### config.mk
export PLATFORM = sky130hd
export DESIGN_NAME = modular_exponentiation
export DESIGN_NICKNAME = d
export VERILOG_FILES = /design/src/hw/rtl/mexp_pkg.sv /design/src/hw/rtl/modular_exponentiation.sv /design/src/hw/rtl/mexp_mulmod.sv
export SDC_FILE = /design/constraint.sdc
export NUM_CORES = 1
export LEC_CHECK = 0
export BUFFER_PORTS_ARGS = -buffer_cell sky130_fd_sc_hd__buf_2
export CORE_ASPECT_RATIO = 1.25
export CORE_MARGIN = 3
export CORE_UTILIZATION = 65
export CTS_CLUSTER_SIZE = 40
export DETAILED_ROUTE_END_ITERATION = 12
export HOLD_SLACK_MARGIN = 0.12
export MAX_ROUTING_LAYER = met4
export PLACE_DENSITY = 0.9
export SYNTH_ARGS = -nofsm -noshare
export SYNTH_HDL_FRONTEND = slang
export SYNTH_SLANG_ARGS = --single-unit
### constraint.sdc
create_clock -name clk -period 19.6 [get_ports clk]
set_input_delay 1.96 -clock clk [delete_from_list [all_inputs] [get_ports clk]]
set_output_delay 1.96 -clock clk [all_outputs]
set_load 0.02 [all_outputs]
### src/hw/rtl/mexp_pkg.sv
// Shared types and constants of the modular exponentiation block.
`timescale 1ns / 1ps

package mexp_pkg;

	// width of every input and result field
	localparam int FIELD_W = 32;

	// sequencer states
	typedef enum logic [2:0] {
		ST_IDLE,
		ST_CHECK,
		ST_REDUCE,
		ST_STEP,
		ST_SQUARE,
		ST_MULT,
		ST_ADVANCE,
		ST_HOLD
	} mexp_state_t;

endpackage

### src/hw/rtl/modular_exponentiation.sv
// Top level of the modular exponentiation block (square-and-multiply).
`timescale 1ns / 1ps

// Computes base_value ** exponent_value mod modulus_value, one transaction in
// and one transaction out. Operands are taken in their low WIDTH bits (all 32
// when WIDTH >= 32). The exponent is scanned from its top bit down: each bit
// costs one modular square and, for a one bit, one modular multiply, both done
// by a single shared shift-and-add multiplier that retires one multiplier bit
// per cycle. A zero exponent, a zero modulus and a modulus of one skip the
// multiplier and finish straight from the check. Zero exponent gives 1 (even
// for modulus 0 or 1); zero modulus with a nonzero exponent gives 0 with
// modulus_error set. in_ready is high only between transactions; a finished
// result sits in an output register, so the next transaction can start while
// the previous result waits.

module modular_exponentiation #(
	parameter int WIDTH = 32
) (
	input  logic                          clk,
	input  logic                          arst_n,
	input  logic                          in_valid,
	output logic                          in_ready,
	input  logic [mexp_pkg::FIELD_W-1:0]  base_value,
	input  logic [mexp_pkg::FIELD_W-1:0]  exponent_value,
	input  logic [mexp_pkg::FIELD_W-1:0]  modulus_value,
	output logic                          out_valid,
	input  logic                          out_ready,
	output logic [mexp_pkg::FIELD_W-1:0]  power_result,
	output logic                          modulus_error
);

	import mexp_pkg::*;

	// operand bits actually used from each field
	localparam int OW    = (WIDTH < FIELD_W) ? WIDTH : FIELD_W;
	localparam int EXP_W = $clog2(OW);

	mexp_state_t      state_q, state_d;

	logic [WIDTH-1:0] base_q;     // raw base, then base mod m
	logic [OW-1:0]    expo_q;     // exponent, shifted left per bit
	logic [EXP_W-1:0] bit_q;      // exponent bits still to go, minus one
	logic [WIDTH-1:0] m_q;
	logic [WIDTH-1:0] acc_q;      // running power, kept below m during the scan
	logic [WIDTH-1:0] res_q;
	logic             err_q;

	logic             out_valid_q;
	logic [FIELD_W-1:0] power_q;
	logic             error_q;

	logic             in_xact;
	logic             ld_out;
	logic             mul_start;
	logic [WIDTH-1:0] mul_a;
	logic [WIDTH-1:0] mul_b;
	logic             mul_done;
	logic [WIDTH-1:0] mul_prod;

	assign in_xact = in_valid && in_ready;

	// shared modular multiplier
	mexp_mulmod #(
		.WIDTH(WIDTH)
	) u_mulmod (
		.clk    (clk),
		.arst_n (arst_n),
		.start  (mul_start),
		.a      (mul_a),
		.b      (mul_b),
		.m      (m_q),
		.done   (mul_done),
		.product(mul_prod)
	);

	// sequencer
	always_ff @(posedge clk or negedge arst_n) begin
		if (!arst_n) begin
			state_q <= ST_IDLE;
		end else begin
			state_q <= state_d;
		end
	end

	always_comb begin
		state_d   = state_q;
		in_ready  = 1'b0;
		ld_out    = 1'b0;
		mul_start = 1'b0;
		mul_a     = acc_q;
		mul_b     = acc_q;
		case (state_q)
			ST_IDLE: begin
				in_ready = 1'b1;
				if (in_valid) begin
					state_d = ST_CHECK;
				end
			end
			ST_CHECK: begin
				// special cases finish here; otherwise reduce the base
				if (expo_q == '0 || m_q <= WIDTH'(1)) begin
					state_d = ST_HOLD;
				end else begin
					mul_start = 1'b1;
					mul_a     = WIDTH'(1);
					mul_b     = base_q;
					state_d   = ST_REDUCE;
				end
			end
			ST_REDUCE: begin
				if (mul_done) begin
					state_d = ST_STEP;
				end
			end
			ST_STEP: begin
				mul_start = 1'b1;
				state_d   = ST_SQUARE;
			end
			ST_SQUARE: begin
				if (mul_done) begin
					if (expo_q[OW-1]) begin
						mul_start = 1'b1;
						mul_a     = base_q;
						mul_b     = mul_prod;
						state_d   = ST_MULT;
					end else begin
						state_d = ST_ADVANCE;
					end
				end
			end
			ST_MULT: begin
				if (mul_done) begin
					state_d = ST_ADVANCE;
				end
			end
			ST_ADVANCE: begin
				state_d = (bit_q == '0) ? ST_HOLD : ST_STEP;
			end
			ST_HOLD: begin
				// wait for the output register to free up
				if (!out_valid_q || out_ready) begin
					ld_out  = 1'b1;
					state_d = ST_IDLE;
				end
			end
			default: begin
				state_d = ST_IDLE;
			end
		endcase
	end

	// datapath registers
	always_ff @(posedge clk) begin
		case (state_q)
			ST_IDLE: begin
				if (in_xact) begin
					base_q <= WIDTH'(base_value[OW-1:0]);
					expo_q <= exponent_value[OW-1:0];
					m_q    <= WIDTH'(modulus_value[OW-1:0]);
					bit_q  <= EXP_W'(OW - 1);
				end
			end
			ST_CHECK: begin
				if (expo_q == '0) begin
					res_q <= WIDTH'(1);
					err_q <= 1'b0;
				end else begin
					// modulus one gives zero; modulus zero is an error
					res_q <= '0;
					err_q <= (m_q == '0);
				end
			end
			ST_REDUCE: begin
				if (mul_done) begin
					base_q <= mul_prod;
					acc_q  <= WIDTH'(1);
				end
			end
			ST_SQUARE, ST_MULT: begin
				if (mul_done) begin
					acc_q <= mul_prod;
				end
			end
			ST_ADVANCE: begin
				if (bit_q == '0) begin
					res_q <= acc_q;
					err_q <= 1'b0;
				end else begin
					bit_q  <= bit_q - 1'b1;
					expo_q <= {expo_q[OW-2:0], 1'b0};
				end
			end
			default: begin
			end
		endcase
	end

	// output register
	always_ff @(posedge clk or negedge arst_n) begin
		if (!arst_n) begin
			out_valid_q <= 1'b0;
		end else if (ld_out) begin
			out_valid_q <= 1'b1;
		end else if (out_ready) begin
			out_valid_q <= 1'b0;
		end
	end

	always_ff @(posedge clk) begin
		if (ld_out) begin
			power_q <= FIELD_W'(res_q);
			error_q <= err_q;
		end
	end

	assign out_valid     = out_valid_q;
	assign power_result  = power_q;
	assign modulus_error = error_q;

	// an error result always carries a zero value
	assert property (@(posedge clk) disable iff (!arst_n)
		out_valid && modulus_error |-> power_result == '0)
		else $error("modulus error with nonzero result");

	// the multiplier only reports while the sequencer waits on it
	assert property (@(posedge clk) disable iff (!arst_n)
		mul_done |-> (state_q == ST_REDUCE || state_q == ST_SQUARE ||
			state_q == ST_MULT))
		else $error("multiplier done outside a multiply state");

	// the running power stays reduced throughout the exponent scan
	assert property (@(posedge clk) disable iff (!arst_n)
		(state_q == ST_STEP || state_q == ST_SQUARE || state_q == ST_MULT ||
			state_q == ST_ADVANCE) |-> acc_q < m_q)
		else $error("running power not reduced");

	// a loaded result is never dropped before it is taken
	assert property (@(posedge clk) disable iff (!arst_n)
		ld_out |-> (!out_valid_q || out_ready))
		else $error("result register overwritten");

endmodule

### src/hw/rtl/mexp_mulmod.sv
// Iterative bit-serial modular multiplier, one multiplier bit per cycle.
`timescale 1ns / 1ps

module mexp_mulmod #(
	parameter int WIDTH = 32
) (
	input  logic             clk,
	input  logic             arst_n,
	input  logic             start,
	input  logic [WIDTH-1:0] a,       // addend, must be below m
	input  logic [WIDTH-1:0] b,       // multiplier, any value
	input  logic [WIDTH-1:0] m,       // held stable while busy, at least 2
	output logic             done,
	output logic [WIDTH-1:0] product
);

	localparam int CNT_W = $clog2(WIDTH);

	logic             busy_q;
	logic             done_q;
	logic [CNT_W-1:0] cnt_q;
	logic [WIDTH-1:0] acc_q;
	logic [WIDTH-1:0] a_q;
	logic [WIDTH-1:0] b_q;
	logic [WIDTH-1:0] dbl;
	logic [WIDTH-1:0] acc_d;

	// (x + y) mod md for x, y below md, without a carry out
	function automatic logic [WIDTH-1:0] add_mod(
		input logic [WIDTH-1:0] x,
		input logic [WIDTH-1:0] y,
		input logic [WIDTH-1:0] md
	);
		logic [WIDTH-1:0] gap;
		gap = md - y;
		if (x >= gap) begin
			return x - gap;
		end
		return x + y;
	endfunction

	always_comb begin
		dbl   = add_mod(acc_q, acc_q, m);
		acc_d = b_q[WIDTH-1] ? add_mod(dbl, a_q, m) : dbl;
	end

	always_ff @(posedge clk or negedge arst_n) begin
		if (!arst_n) begin
			busy_q <= 1'b0;
			done_q <= 1'b0;
			cnt_q  <= '0;
		end else begin
			done_q <= 1'b0;
			if (start && !busy_q) begin
				busy_q <= 1'b1;
				cnt_q  <= CNT_W'(WIDTH - 1);
			end else if (busy_q) begin
				cnt_q <= cnt_q - 1'b1;
				if (cnt_q == '0) begin
					busy_q <= 1'b0;
					done_q <= 1'b1;
				end
			end
		end
	end

	always_ff @(posedge clk) begin
		if (start && !busy_q) begin
			acc_q <= '0;
			a_q   <= a;
			b_q   <= b;
		end else if (busy_q) begin
			acc_q <= acc_d;
			b_q   <= {b_q[WIDTH-2:0], 1'b0};
		end
	end

	assign done    = done_q;
	assign product = acc_q;

endmodule

==> impl_metrics.ini <==
[die]
core_sq_um = 31300
die_area_sq_um = 34100
start_util_pct = 66.4
ios = 135
die_h_um = 206
rows = 72
die_w_um = 166

[critical_path]
cp-end-kind = register
cp.required_ns = 20.10
crit_type = register to register
slowest_delay_ns = 0.60
slowest_stage = buf_4
cp.arrival_ns = 11.86
crit_top_cell = a21oi_1
cp_max_fo = 60
startpoint_type = register

[synthesis]
synth-xor-area-share_pct = 6.12
synth-compound-area-share_pct = 19.8
yosys.area_share.simple_pct = 15.6
synthCells = 2151
synth.net_count = 2403
synth_cell_types = 93
synth_async_sr_flop_share_pct = 3.59
yosys_warnings = 0
yosys.area_share.adder_pct = 9.61
avgSynthCellArea_sq_um = 9.65
synth_area_sq_um = 20800
synth-main-ff-cell = edfxtp_1
synth_edf_count = 263
ys_seq_elements = 306
synthMuxAreaShare_pct = 2.60
ys_seq_area_share_pct = 42.5
synth_top_family_by_area = compound AO/OA/AOI/OAI gates

[timing]
hold_viol_final = 0
period_minus_slack_ns = 11.36
fin_skew_ns = 0.0225
post-route-period-util_pct = 58.0
tns_ns = 0
maxSlewHeadroom_pct = 20.8
rsz0062_at_grt = no
slew_viol_final = 0
setup_violations = 0
max_freq_mhz = 88.0
worst_pin_slew_ns = 1.19

[cts]
cts-buffers-inserted = 30
htreeDepth = 1
hold_buffers = 0
clk_latency_ns = 0.61
clkSlewWorstSetupHoldPaths_ns = 0.07
clock-root-buffer = clkbuf_16
cts.sinks = 306
tritoncts = built
cts_setup_buffers = 0
cts_resized = 0
clockBufferDepth = 3

[routing]
antenna_left = 0
drt_pass1_iterations = 9
wl_per_cell_um = 23.5
drc_errors = 0
vias_per_cell = 6.72
drt-total-wl_um = 63200
first_iter_violations = 2155
vias = 18093

[job]
maxCapViolations = 0

[place]
io_buffers = 134
routabilityCongestion = 1.08
post-dp-hpwl_um = 45700

[outcome]
status = completed

[final_layout]
syn2layout_area_growth_pct = 10.2
nets = 2514
seq_area_sq_um = 8810
drive_above_1_share_pct = 12.6
multiInputGateArea_sq_um = 11200
n_antenna_cell = 0
fillers = 2132

[grt]
antenna_found_initial = 0
grt_pass1_vias = 17754
grt_first_pass_wirelength_um = 96500
grt_max_degree = 70
overflow = 0
track_usage_pct = 36.9

[min_path]
hp-class = register to register
==> Yosys cell counts (all sizes together), types with 16 or more instances <==
| library cell | count | area [sq um] |
|---|---|---|
| nor2 | 114 | 433 |
| nand2b | 29 | 181 |
| o21ai | 163 | 823 |
| nand4 | 16 | 100 |
| nor3 | 43 | 215 |
| nand2 | 260 | 976 |
| dfxtp | 32 | 641 |
| a222oi | 31 | 310 |
| a21oi | 146 | 742 |
| mux2 | 36 | 405 |
| ha | 149 | 1860 |
| nor2b | 22 | 138 |
| nor4 | 17 | 106 |
| inv | 132 | 495 |
| o31ai | 18 | 150 |
| clkbuf | 64 | 240 |
| nand3 | 43 | 215 |
| a22o | 37 | 324 |
| xnor2 | 91 | 797 |
| edfxtp | 263 | 7900 |
| o211ai | 17 | 133 |
| xor2 | 54 | 473 |
| and2 | 77 | 482 |
| a211oi | 19 | 153 |
| a21o | 55 | 413 |
==> cell usage in the layout, fill, tap and decap left out, types with 13 or more instances in the layout <==
master and n:
dfxtp_1 32, edfxtp_1 263, and2_1 76, clkbuf_16 30, nor3_1 42, o31ai_1 15, a222oi_1 31, xnor2_1 91
nand3_1 43, o21ai_0 155, a21oi_1 142, o21bai_1 13, nor2b_1 21, ha_1 149, buf_4 20, mux2_2 36
buf_2 134, nand4_1 16, and3_1 13, nand2_1 260, nor4_1 17, or3_1 14, nand2b_1 29, nor2_1 112
a211oi_1 17, a21o_1 55, a22o_1 37, inv_1 131, o211ai_1 16, xor2_1 54
==> critical path: cells and delay by family (launching register included) <==
kind	cells	cell delay (ns)
compound gates	29	7.26
fa+ha+maj	5	1.47
buf+inv	4	0.87
xor+xnor	3	0.46
flops	1	0.44
mux	1	0.41
simple gates	2	0.29
==> area by class of cell <==
| class | instances | area share [%] |
|---|---|---|
| clock buffers | 32 | 3.32 |
| clock inverters | 24 | 1.17 |
| inverters | 132 | 2.17 |
| multi-input cells | 1638 | 49.0 |
| flip-flops and latches | 306 | 38.5 |
| well taps | 407 | 2.23 |
| repair buffers | 154 | 3.59 |
==> path summary, 6_finish.rpt <==
check	cells after the start	slack, ns	to	start
min in group asynchronous	1	1.22	u_mulmod.done	arst_n
setup reg to reg	44	8.24	u_mulmod.product[4]	m_q[0]
max in group asynchronous	1	18.15	state_q[0]	arst_n
hold reg to reg	0	0.42	power_result[17]	res_q[17]
setup / recovery	44	8.24	u_mulmod.product[4]	m_q[0]
hold / removal	0	0.42	power_result[17]	res_q[17]
==> through the flow <==
stage	cell area, sq um	instances	utilization [%]	setup WS (ns)	hold WS (ns)
2_1_floorplan	20800	2151	-	10.21	0.400
3_3_place_gp	21800	2637	69.9	8.86	0.402
3_5_place_dp	21800	2637	69.9	8.61	0.405
4_1_cts	22900	2693	73.2	8.43	0.419
5_1_grt	22900	2693	73.2	7.63	0.430
6_report	22900	2693	73.2	8.24	0.417
==> per-layer routing <==
metal  part of all wire [%]  GRT usage, %
met2                     48          60.8
met4                    9.5          28.5
met1                     34          41.2
met5                      0             -
met3                    8.1          4.44
==> cells by family (layout without fill, tap and decap cells) <==
family / count (synthesis) / after routing
adders and majority gates: 159 / 159
and+or+nand+nor: 676 / 676
muxes: 49 / 49
DFF: 306 / 306
AOI/OAI and AO/OA: 609 / 609
xor gates and xnor gates: 145 / 145
buffers and inverters: 207 / 342
Power is left out: the tool's default activity adds up to more than one toggle a clock period on the data nets, which glitch-free logic cannot reach.
